## src/sv/akct_pkg.sv

```systemverilog
// Package: sizes, request codes and transaction types for the aging keyed cache table.
package akct_pkg;

    localparam int DEPTH = 16;
    localparam int AW    = (DEPTH > 1) ? $clog2(DEPTH) : 1;
    localparam int CW    = $clog2(DEPTH + 1);

    localparam logic [1:0] REQ_LOOKUP = 2'd0;
    localparam logic [1:0] REQ_TICK   = 2'd1;
    localparam logic [1:0] REQ_CLEAR  = 2'd2;

    localparam logic [7:0] HOLD_RESET = 8'd8;

    typedef struct packed {
        logic [1:0]  req_type;
        logic [63:0] key;
    } t_req;

    typedef struct packed {
        logic        hit;
        logic        inserted;
        logic        full_miss;
        logic        evicted;
        logic [15:0] handle;
        logic [4:0]  count;
    } t_rsp;

    typedef struct packed {
        logic [63:0] key;
        logic [7:0]  life;
        logic [15:0] handle;
    } t_entry;

    localparam int ENTRY_W = $bits(t_entry);

endpackage

```

## src/sv/akct_ram.sv

```systemverilog
// Generic single-write, single-read RAM with registered read data.
module akct_ram #(
    parameter int WIDTH = 8,
    parameter int DEPTH = 16
) (
    input  logic                     i_clk,
    input  logic                     i_we,
    input  logic [$clog2(DEPTH)-1:0] i_waddr,
    input  logic [WIDTH-1:0]         i_wdata,
    input  logic [$clog2(DEPTH)-1:0] i_raddr,
    output logic [WIDTH-1:0]         o_rdata
);

    logic [WIDTH-1:0] r_mem [DEPTH];
    logic [WIDTH-1:0] r_rdata;

    always_ff @(posedge i_clk) begin
        if (i_we) begin
            r_mem[i_waddr] <= i_wdata;
        end
        r_rdata <= r_mem[i_raddr];
    end

    assign o_rdata = r_rdata;

endmodule

```

## src/sv/aging_keyed_cache_table.sv

```systemverilog
// Top level: ordered keyed table with lookup/insert, aging tick with eviction, and clear.
// Lookup scans entries in order, refreshes the life of a hit, inserts on a miss if there
// is room. Tick ages entries up to the first with life zero and evicts that one (entry
// scan, then one read and one write per entry moved up). Clear empties the table; an
// unused code only reports the count. One transaction at a time (busy), start taken only
// in idle. Synchronous reset empties the table and sets the hold value to 8.
module aging_keyed_cache_table (
    input  logic          i_clk,
    input  logic          i_rst_n,
    input  logic          start,
    output logic          busy,
    input  akct_pkg::t_req i_req,
    output logic          o_done,
    output akct_pkg::t_rsp o_rsp,
    input  logic          i_cfg_wr_en,
    input  logic [7:0]    i_cfg_wr_data
);
    import akct_pkg::*;

    typedef enum logic [2:0] {
        S_IDLE,
        S_LK_RD,
        S_LK_CHK,
        S_TK_RD,
        S_TK_CHK,
        S_MV_RD,
        S_MV_WR
    } t_state;

    t_state      r_state;
    logic [CW-1:0] r_count;
    logic [CW-1:0] r_idx;
    logic [15:0] r_next_handle;
    logic [7:0]  r_hold;
    logic [63:0] r_key;
    logic        r_done;
    t_rsp        r_rsp;

    logic          w_we;
    logic [AW-1:0] w_waddr;
    t_entry        w_wdata;
    logic [AW-1:0] w_raddr;
    logic [ENTRY_W-1:0] w_rdata;
    t_entry        w_rd;
    logic [CW:0]   w_idx_inc;
    logic          w_at_end;
    logic          w_full;

    assign w_rd      = w_rdata;
    assign w_idx_inc = {1'b0, r_idx} + 1'b1;
    assign w_at_end  = (r_idx == r_count);
    assign w_full    = (r_count == CW'(DEPTH));

    akct_ram #(
        .WIDTH (ENTRY_W),
        .DEPTH (DEPTH)
    ) u_ram (
        .i_clk   (i_clk),
        .i_we    (w_we),
        .i_waddr (w_waddr),
        .i_wdata (w_wdata),
        .i_raddr (w_raddr),
        .o_rdata (w_rdata)
    );

    always_comb begin
        w_we    = 1'b0;
        w_waddr = r_idx[AW-1:0];
        w_wdata = w_rd;
        w_raddr = r_idx[AW-1:0];
        unique case (r_state)
            S_LK_RD: begin
                if (w_at_end && !w_full) begin
                    w_we    = 1'b1;
                    w_waddr = r_count[AW-1:0];
                    w_wdata = '{key: r_key, life: r_hold, handle: r_next_handle};
                end
            end
            S_LK_CHK: begin
                if (w_rd.key == r_key) begin
                    w_we    = 1'b1;
                    w_wdata = '{key: w_rd.key, life: r_hold, handle: w_rd.handle};
                end
            end
            S_TK_CHK: begin
                if (w_rd.life != 8'd0) begin
                    w_we    = 1'b1;
                    w_wdata = '{key: w_rd.key, life: w_rd.life - 8'd1, handle: w_rd.handle};
                end
            end
            S_MV_RD: begin
                w_raddr = w_idx_inc[AW-1:0];
            end
            S_MV_WR: begin
                w_we = 1'b1;
            end
            default: begin
            end
        endcase
    end

    always_ff @(posedge i_clk) begin
        if (!i_rst_n) begin
            r_state       <= S_IDLE;
            r_count       <= '0;
            r_idx         <= '0;
            r_next_handle <= '0;
            r_hold        <= HOLD_RESET;
            r_done        <= 1'b0;
        end else begin
            r_done <= 1'b0;
            if (i_cfg_wr_en) begin
                r_hold <= i_cfg_wr_data;
            end
            unique case (r_state)
                S_IDLE: begin
                    if (start) begin
                        r_key <= i_req.key;
                        r_idx <= '0;
                        case (i_req.req_type)
                            REQ_LOOKUP: r_state <= S_LK_RD;
                            REQ_TICK:   r_state <= S_TK_RD;
                            REQ_CLEAR: begin
                                r_count <= '0;
                                r_done  <= 1'b1;
                                r_rsp   <= '0;
                            end
                            default: begin
                                r_done <= 1'b1;
                                r_rsp  <= '{hit: 1'b0, inserted: 1'b0, full_miss: 1'b0,
                                            evicted: 1'b0, handle: 16'd0,
                                            count: 5'(r_count)};
                            end
                        endcase
                    end
                end
                S_LK_RD: begin
                    if (w_at_end) begin
                        r_state <= S_IDLE;
                        r_done  <= 1'b1;
                        if (w_full) begin
                            r_rsp <= '{hit: 1'b0, inserted: 1'b0, full_miss: 1'b1,
                                       evicted: 1'b0, handle: 16'd0,
                                       count: 5'(r_count)};
                        end else begin
                            r_count       <= r_count + 1'b1;
                            r_next_handle <= r_next_handle + 16'd1;
                            r_rsp <= '{hit: 1'b0, inserted: 1'b1, full_miss: 1'b0,
                                       evicted: 1'b0, handle: r_next_handle,
                                       count: 5'(r_count + 1'b1)};
                        end
                    end else begin
                        r_state <= S_LK_CHK;
                    end
                end
                S_LK_CHK: begin
                    if (w_rd.key == r_key) begin
                        r_state <= S_IDLE;
                        r_done  <= 1'b1;
                        r_rsp   <= '{hit: 1'b1, inserted: 1'b0, full_miss: 1'b0,
                                     evicted: 1'b0, handle: w_rd.handle,
                                     count: 5'(r_count)};
                    end else begin
                        r_idx   <= w_idx_inc[CW-1:0];
                        r_state <= S_LK_RD;
                    end
                end
                S_TK_RD: begin
                    if (w_at_end) begin
                        r_state <= S_IDLE;
                        r_done  <= 1'b1;
                        r_rsp   <= '{hit: 1'b0, inserted: 1'b0, full_miss: 1'b0,
                                     evicted: 1'b0, handle: 16'd0,
                                     count: 5'(r_count)};
                    end else begin
                        r_state <= S_TK_CHK;
                    end
                end
                S_TK_CHK: begin
                    if (w_rd.life == 8'd0) begin
                        r_rsp.handle <= w_rd.handle;
                        r_state      <= S_MV_RD;
                    end else begin
                        r_idx   <= w_idx_inc[CW-1:0];
                        r_state <= S_TK_RD;
                    end
                end
                S_MV_RD: begin
                    if (w_idx_inc >= {1'b0, r_count}) begin
                        r_count         <= r_count - 1'b1;
                        r_state         <= S_IDLE;
                        r_done          <= 1'b1;
                        r_rsp.hit       <= 1'b0;
                        r_rsp.inserted  <= 1'b0;
                        r_rsp.full_miss <= 1'b0;
                        r_rsp.evicted   <= 1'b1;
                        r_rsp.count     <= 5'(r_count - 1'b1);
                    end else begin
                        r_state <= S_MV_WR;
                    end
                end
                S_MV_WR: begin
                    r_idx   <= w_idx_inc[CW-1:0];
                    r_state <= S_MV_RD;
                end
                default: r_state <= S_IDLE;
            endcase
        end
    end

    assign busy   = (r_state != S_IDLE);
    assign o_done = r_done;
    assign o_rsp  = r_rsp;

`ifndef SYNTH
    a_count_bound: assert property (@(posedge i_clk) disable iff (!i_rst_n)
        r_count <= CW'(DEPTH))
        else $error("entry count exceeds table depth");

    a_one_outcome: assert property (@(posedge i_clk) disable iff (!i_rst_n)
        o_done |-> $onehot0({o_rsp.hit, o_rsp.inserted, o_rsp.full_miss, o_rsp.evicted}))
        else $error("more than one outcome flag in a result");

    a_handle_zero: assert property (@(posedge i_clk) disable iff (!i_rst_n)
        (o_done && !o_rsp.hit && !o_rsp.inserted && !o_rsp.evicted) |-> o_rsp.handle == 16'd0)
        else $error("nonzero handle without hit, insert or eviction");

    a_insert_grows: assert property (@(posedge i_clk) disable iff (!i_rst_n)
        (o_done && o_rsp.inserted) |-> r_count == $past(r_count) + 1'b1)
        else $error("insert did not grow the table by one");

    a_evict_shrinks: assert property (@(posedge i_clk) disable iff (!i_rst_n)
        (o_done && o_rsp.evicted) |-> r_count + 1'b1 == $past(r_count))
        else $error("eviction did not shrink the table by one");
`endif

endmodule

```

## config.mk

```make
export PLATFORM = sky130hd
export DESIGN_NAME = aging_keyed_cache_table
export DESIGN_NICKNAME = d
export VERILOG_FILES = /design/src/sv/akct_pkg.sv /design/src/sv/akct_ram.sv /design/src/sv/aging_keyed_cache_table.sv
export SDC_FILE = /design/constraint.sdc
export NUM_CORES = 2
export LEC_CHECK = 0
export ABC_CLOCK_PERIOD_IN_PS = 12400
export BUFFER_PORTS_ARGS = -buffer_cell sky130_fd_sc_hd__buf_2
export CORE_UTILIZATION = 55
export DETAILED_ROUTE_END_ITERATION = 7
export HOLD_SLACK_MARGIN = 0.08
export PLACE_DENSITY = 0.71
export SLEW_MARGIN = 20
export SYNTH_ARGS = -nofsm -noshare
export SYNTH_HDL_FRONTEND = slang
export SYNTH_SLANG_ARGS = --single-unit
```

## constraint.sdc

```tcl
create_clock -name i_clk -period 12.4 [get_ports i_clk]
set_clock_uncertainty 0.1 [all_clocks]
set_input_delay 1.86 -clock i_clk [delete_from_list [all_inputs] [get_ports i_clk]]
set_output_delay 1.86 -clock i_clk [all_outputs]
set_load 0.02 [all_outputs]
```

======== Word-level counts from Yosys, hierarchy flattened ========
Memories as Yosys holds them, arrays and structs flattened. A register that Yosys moved wholly into a read port is not among the register bits.
Index checks and enable logic that the tools add are counted.
word-level totals
  bits of input ports ..................... 78
  memories kept ........................... 1
  word-level logic and storage cells ...... 111
  bits in writable memories ............... 1408
  bits in registers ....................... 127
  output and inout bits ................... 27
memory list
  name         depth  width  read ports  clocked after memory_dff  write ports  line            RTL
  u_ram.r_mem  16     88     1           1                         1            akct_ram.sv:14  logic [WIDTH-1:0] r_mem [DEPTH];
operators by class
  equal/unequal tests ..................... 23
  reduce and logical (&&, ||, !) cells .... 20
  $lt $le $gt $ge ......................... 1
  bitwise gates (word level) .............. 1
  mux-type cells .......................... 47
  add/subtract/negate cells ............... 5
operator list
  cell                                           number
  case mux 88 bit (3 select lines)               1
  two-way mux 25 bit                             4
  two-way mux 88 bit                             1
  case mux 16 bit (5 select lines)               1
  two-way mux 24 bit                             3
  equality test 64 bit                           1
  case mux 25 bit (2 select lines)               1
  two-way mux 5 bit                              8
  case mux 5 bit (5 select lines)                1
  case mux 3 bit (7 select lines)                1
  inequality test 2 bit, second input constant   10
  case mux 4 bit (5 select lines)                1
  case mux 5 bit (4 select lines)                1
  adder 16 x 1 -> 16 bit, second input constant  1
  two-way mux 16 bit                             1
  two-way mux 4 bit                              4
  AND reduction 8 bit                            2
  case mux 5 bit (3 select lines)                1
  two-way mux 3 bit                              4
  two-way mux 1 bit                              10
  nonzero test 5 bit                             2
  equality test 3 bit, second input constant     3
  zero test 8 bit                                1
  case mux 1 bit (4 select lines)                2
  other kinds (28)                               32

======== Depth between registers and ports, before layout ========
  depth after elaboration ................. 7
  depth in mapped cells ................... 10
  depth with buffers taken out ............ 8

======== Cells and area by module ========
Synthesis repeated with hierarchy kept, for this count alone.
second synthesis, totals
  cells, all modules ...................... 3077
  area, all modules ....................... 61660.4 um^2
modules (own cells, without submodules)
  module                   instances  cells each  area an instance (um^2)
  akct_ram                 1          2256        54370.9
  aging_keyed_cache_table  1          821         7289.5

======== Worst setup path after synthesis ========
OpenSTA, ideal clock, no wires.
  path kind ............................... reg-to-reg
  start ................................... reg r_count[0]
  end ..................................... mem u_ram.r_mem[1][0] (netlist name), enable pin
  cell stages (with the launch flop) ...... 9
  data arrival time ....................... 10.126 ns
  path buffers ............................ 1
  setup slack ............................. 1.423 ns
  clock period less this slack ............ 10.977 ns
  data required time ...................... 11.550 ns
  library setup time ...................... 0.750 ns
  cell sequence ........................... dfxtp_1 -> inv_1 -> ha_1 -> and4bb_2 -> nor3_1 -> and3_1 -> buf_2 -> mux2i_1 -> nor4_1
on the way
  word-level cells in the longest chain between the ends .. 7
  elaborated cells between the ends (all ways) .. 10
ends and longest elaborated chain
  element                                  line                            RTL
  from (decl)                              aging_keyed_cache_table.sv:31   logic [CW-1:0] r_count;
  from (signal assigned)                   aging_keyed_cache_table.sv:146  r_count <= r_count + 1'b1;
  from (signal assigned)                   aging_keyed_cache_table.sv:190  r_count <= r_count - 1'b1;
  equality test 5 bit                      aging_keyed_cache_table.sv:52   assign w_full = (r_count == CW'(DEPTH));
  zero test 1 bit                          aging_keyed_cache_table.sv:73   if (w_at_end && !w_full) begin
  logical AND 1 bit                        aging_keyed_cache_table.sv:73
  two-way mux 1 bit                        aging_keyed_cache_table.sv:73
  case mux 1 bit (4 select lines)          aging_keyed_cache_table.sv:71   unique case (r_state)
  two-way mux 1 bit                        akct_ram.sv:18                  if (i_we) begin
  two-way mux 1 bit (implied by the code)  akct_ram.sv:19                  r_mem[i_waddr] <= i_wdata;
  to (decl)                                akct_ram.sv:14
Parallel ways exist; a longest one is shown, timed or not.

======== Final worst setup path ========
  start ................................... reg r_idx[3]
  end ..................................... mem u_ram.r_mem[0][33] (netlist name), enable pin
on the way
  word-level cells in the longest chain between the ends .. 6
  elaborated cells between the ends (all ways) .. 8
ends and longest elaborated chain
  element                                  line                            RTL
  from (decl)                              aging_keyed_cache_table.sv:32   logic [CW-1:0] r_idx;
  from (signal assigned)                   aging_keyed_cache_table.sv:164  r_idx <= w_idx_inc[CW-1:0];
  from (signal assigned)                   aging_keyed_cache_table.sv:184  r_idx <= w_idx_inc[CW-1:0];
  from (signal assigned)                   aging_keyed_cache_table.sv:203  r_idx <= w_idx_inc[CW-1:0];
  equality test 5 bit                      aging_keyed_cache_table.sv:51   assign w_at_end = (r_idx == r_count);
  logical AND 1 bit                        aging_keyed_cache_table.sv:73
  two-way mux 1 bit                        aging_keyed_cache_table.sv:73
  case mux 1 bit (4 select lines)          aging_keyed_cache_table.sv:71
  two-way mux 1 bit                        akct_ram.sv:18
  two-way mux 1 bit (implied by the code)  akct_ram.sv:19
Parallel ways exist; a longest one is shown, timed or not.

==> impl_metrics.csv <==
group,metric,value,unit
run_status,status,"finished, final reports clean",
logic_synthesis,netlist_top_cells_area,"edfxtp_1, mux4_2, mux2i_1, dfxtp_1, nand2_1",
logic_synthesis,synth_area,62600,µm²
final_layout,layout_commonest_cell,"edfxtp_1",
floorplan,start_util,0.556,
setup_path,reg2reg_setup_slack,6450,ps
logic_synthesis,yosys.area_share.simple,0.0301,
logic_synthesis,syn_avg_cell_area,20.5,µm²
place,post_dp_cell_area,64900,µm²
power,fin_total_pwr,11.0,mW
detailed_routing,routed_wl,141,mm
logic_synthesis,async_reset_ff_frac,0,
floorplan,core,113000,µm²
detailed_routing,postRouteAntennaNets,0,
final_layout,multiInputGateArea,14500,µm²
grt,overflow,0,
grt,grt_pass1_vias,31300,
clocking,h-tree-depth,4,
timing,maxSlewViolCount,0,
grt,antenna_found_initial,13,
timing,worst_pin_slew,1130,ps
clocking,insertion_delay,780,ps
final_layout,final_cell_mix,"edfxtp_1, mux4_2, mux2i_1",
setup_path,timing.rr.end,"u_ram.r_mem[0][33]$_DFFE_PP_",
logic_synthesis,yosys_warnings,0,
detailed_routing,drt-pass1-iter-count,6,
logic_synthesis,synthCells,3062,
final_layout,num_antenna_cells,0,
timing,slew_headroom,0.246,
logic_synthesis,synth_edf_count,1497,
logic_synthesis,yosysTopAreaCell,"edfxtp_1",
clocking,holdBufCountCts,0,
timing,fin_setup_tns,0,ps
place,place.port_buffers,104,
detailed_routing,via_per_inst,6.27,
floorplan,die_w,339,µm
clocking,cts_resized,0,
final_layout,postLayoutCellArea,69900,µm²
logic_synthesis,synthFlopType,"edfxtp_1",
clocking,cts_buffers,159,
logic_synthesis,yosysSeqAreaShare,0.758,
detailed_routing,drtIter0Drc,3297,
timing,layout_setup_ws,6450,ps
clocking,cts_tree,"yes",
logic_synthesis,syn-num-nets,3151,
floorplan,dieArea,115000,µm²
logic_synthesis,synth-xor-area-share,0.0133,
setup_path,startpoint,"r_idx[3]$_SDFFE_PN0P_",
floorplan,pin_count,105,
floorplan,die_h,339,µm
power,power_density,157,nW/µm²
grt,grt_pass1_wl,208,mm
detailed_routing,avgRoutedWirePerCell,29.0,µm
setup_path,end_kind,"flip-flop",
timing,whs,421,ps
final_layout,fill_cells,7636,
place,gp_congestion,0.855,
setup_path,critPathMaxFanout,46,
setup_path,worstPathArrival,6230,ps
setup_path,cp.required,12680,ps
grt,grt_use_total,0.247,
timing,max_freq,0.168,GHz
final_layout,nNetsFinal,3317,
final_layout,area_delta_synth_final,11.6,%
clocking,cts_root_buffer,"clkbuf_16",
setup_path,timing.rr.start,"r_idx[3]$_SDFFE_PN0P_",
timing,rsz0062_at_grt,"no",
timing,setup_viol,0,
logic_synthesis,synth_top_area_frac,0.718,
clocking,post_cts_buffers,0,
final_layout,final_cells,4866,
detailed_routing,drc_errors,0,
final_layout,layout-drive-gt1-share,0.228,
logic_synthesis,ys_ff_latch,1623,
setup_path,endpoint,"u_ram.r_mem[0][33]$_DFFE_PP_",
place,dp_hpwl,74.1,mm
place,pre_cts_slack,6550,ps
setup_path,critPathLaunchType,"flip-flop",
clocking,clock_path_buffers,3,
timing,finalHoldViolations,0,
power,max-vdd-ir-drop,125,µV
grt,grt_max_degree,141,
power,leakagePower,24.8,nW
logic_synthesis,synth_cell_type_count,62,
logic_synthesis,synth_top_family_by_area,"multiplexers",
logic_synthesis,muxShareOfSynthArea,0.171,
run,drv_cap,0,
logic_synthesis,synth_fa_ha_area_frac,0.00220,
clocking,clkSinkCount,1623,
final_layout,fin_util,0.621,
clocking,clk_pin_slew_worst_paths,70,ps
setup_path,crit_type,"reg -> reg",
timing,layout_min_cycle_time,5950,ps
setup_path,r2r_cells,8,
place,dp.cells,4566,
floorplan,rows,123,
timing,finalCritPeriodShare,0.480,
detailed_routing,dr_total_vias,30500,
final_layout,register_area,47500,µm²
logic_synthesis,synth_compound_area_frac,0.0122,
min_path,hold_class,"reg -> reg",
[state kept, by name, summed over array words and instances (netlist names)]
register / cells
r_idx: 5
o_done: 1
o_rsp: 25
r_next_handle: 16
u_ram.r_mem: 1408
r_key: 64
u_ram.o_rdata: 88
r_count: 5
r_state: 3
r_hold: 8
[layer usage]
layer,part of all wire,vias up,global-route usage
li1,-,12800,-
met5,0.00016,-,0
met1,0.41,16000,0.356
met2,0.49,1498,0.397
met3,0.081,217,0.0393
met4,0.022,4,0.0697
[synthesized netlist by cell type, drive strengths merged (8+ instances only)]
cell       n
nor4      16
o21ai     18
xor2       9
xnor2     83
dfxtp    126
nand4     29
buf      112
edfxtp  1497
nor2      43
nor3      24
a22o      20
mux4     352
mux2i    277
nand2    263
nand2b     8
a21oi     19
nand3     16
ha        11
inv       21
clkbuf    42
[worst max-delay path: stages, from the launching register on]
cell and delay [ps]:
dfxtp_1 690, xor2_1 150, nor3_1 600, and3_4 630, mux2i_1 740, nand2b_1 290, nor3_2 710, buf_4 700
buf_4 830
[worst min path at each step]
stage	from	endpoint	slack, ps	cells after the start
floorplan	r_hold[3]$_SDFFE_PN1P_	r_hold[3]$_SDFFE_PN1P_	340	2
global placement	r_hold[6]$_SDFFE_PN0P_	r_hold[6]$_SDFFE_PN0P_	380	2
detailed placement	r_hold[5]$_SDFFE_PN0P_	r_hold[5]$_SDFFE_PN0P_	410	2
CTS	r_next_handle[1]$_SDFFE_PN0P_	r_next_handle[1]$_SDFFE_PN0P_	430	2
global route	r_next_handle[1]$_SDFFE_PN0P_	r_next_handle[1]$_SDFFE_PN0P_	450	2
finish	r_next_handle[1]$_SDFFE_PN0P_	r_next_handle[1]$_SDFFE_PN0P_	420	2
[final cells by class]
cell class | instances | share of cell area
multi-input combinational | 1263 | 0.207
clock inverter | 66 | 0.00850
timing repair buffer | 159 | 0.0144
inverter | 22 | 0.00118
tap | 1500 | 0.0268
sequential | 1623 | 0.679
clock buffer | 233 | 0.0629
[cell families after synthesis]
kind of cell,after synthesis
fa+ha+maj,11
compound gates,105
buf+inv,176
mux,629
simple gates,426
flops,1623
xor+xnor,92
[power by group]
part	switching [mW]	internal, mW	total (mW)
logic	0.236	0.0930	0.329
registers	0.0262	6.07	6.09
clock network	2.02	2.57	4.59
Power figures use the tool's default switching activity.
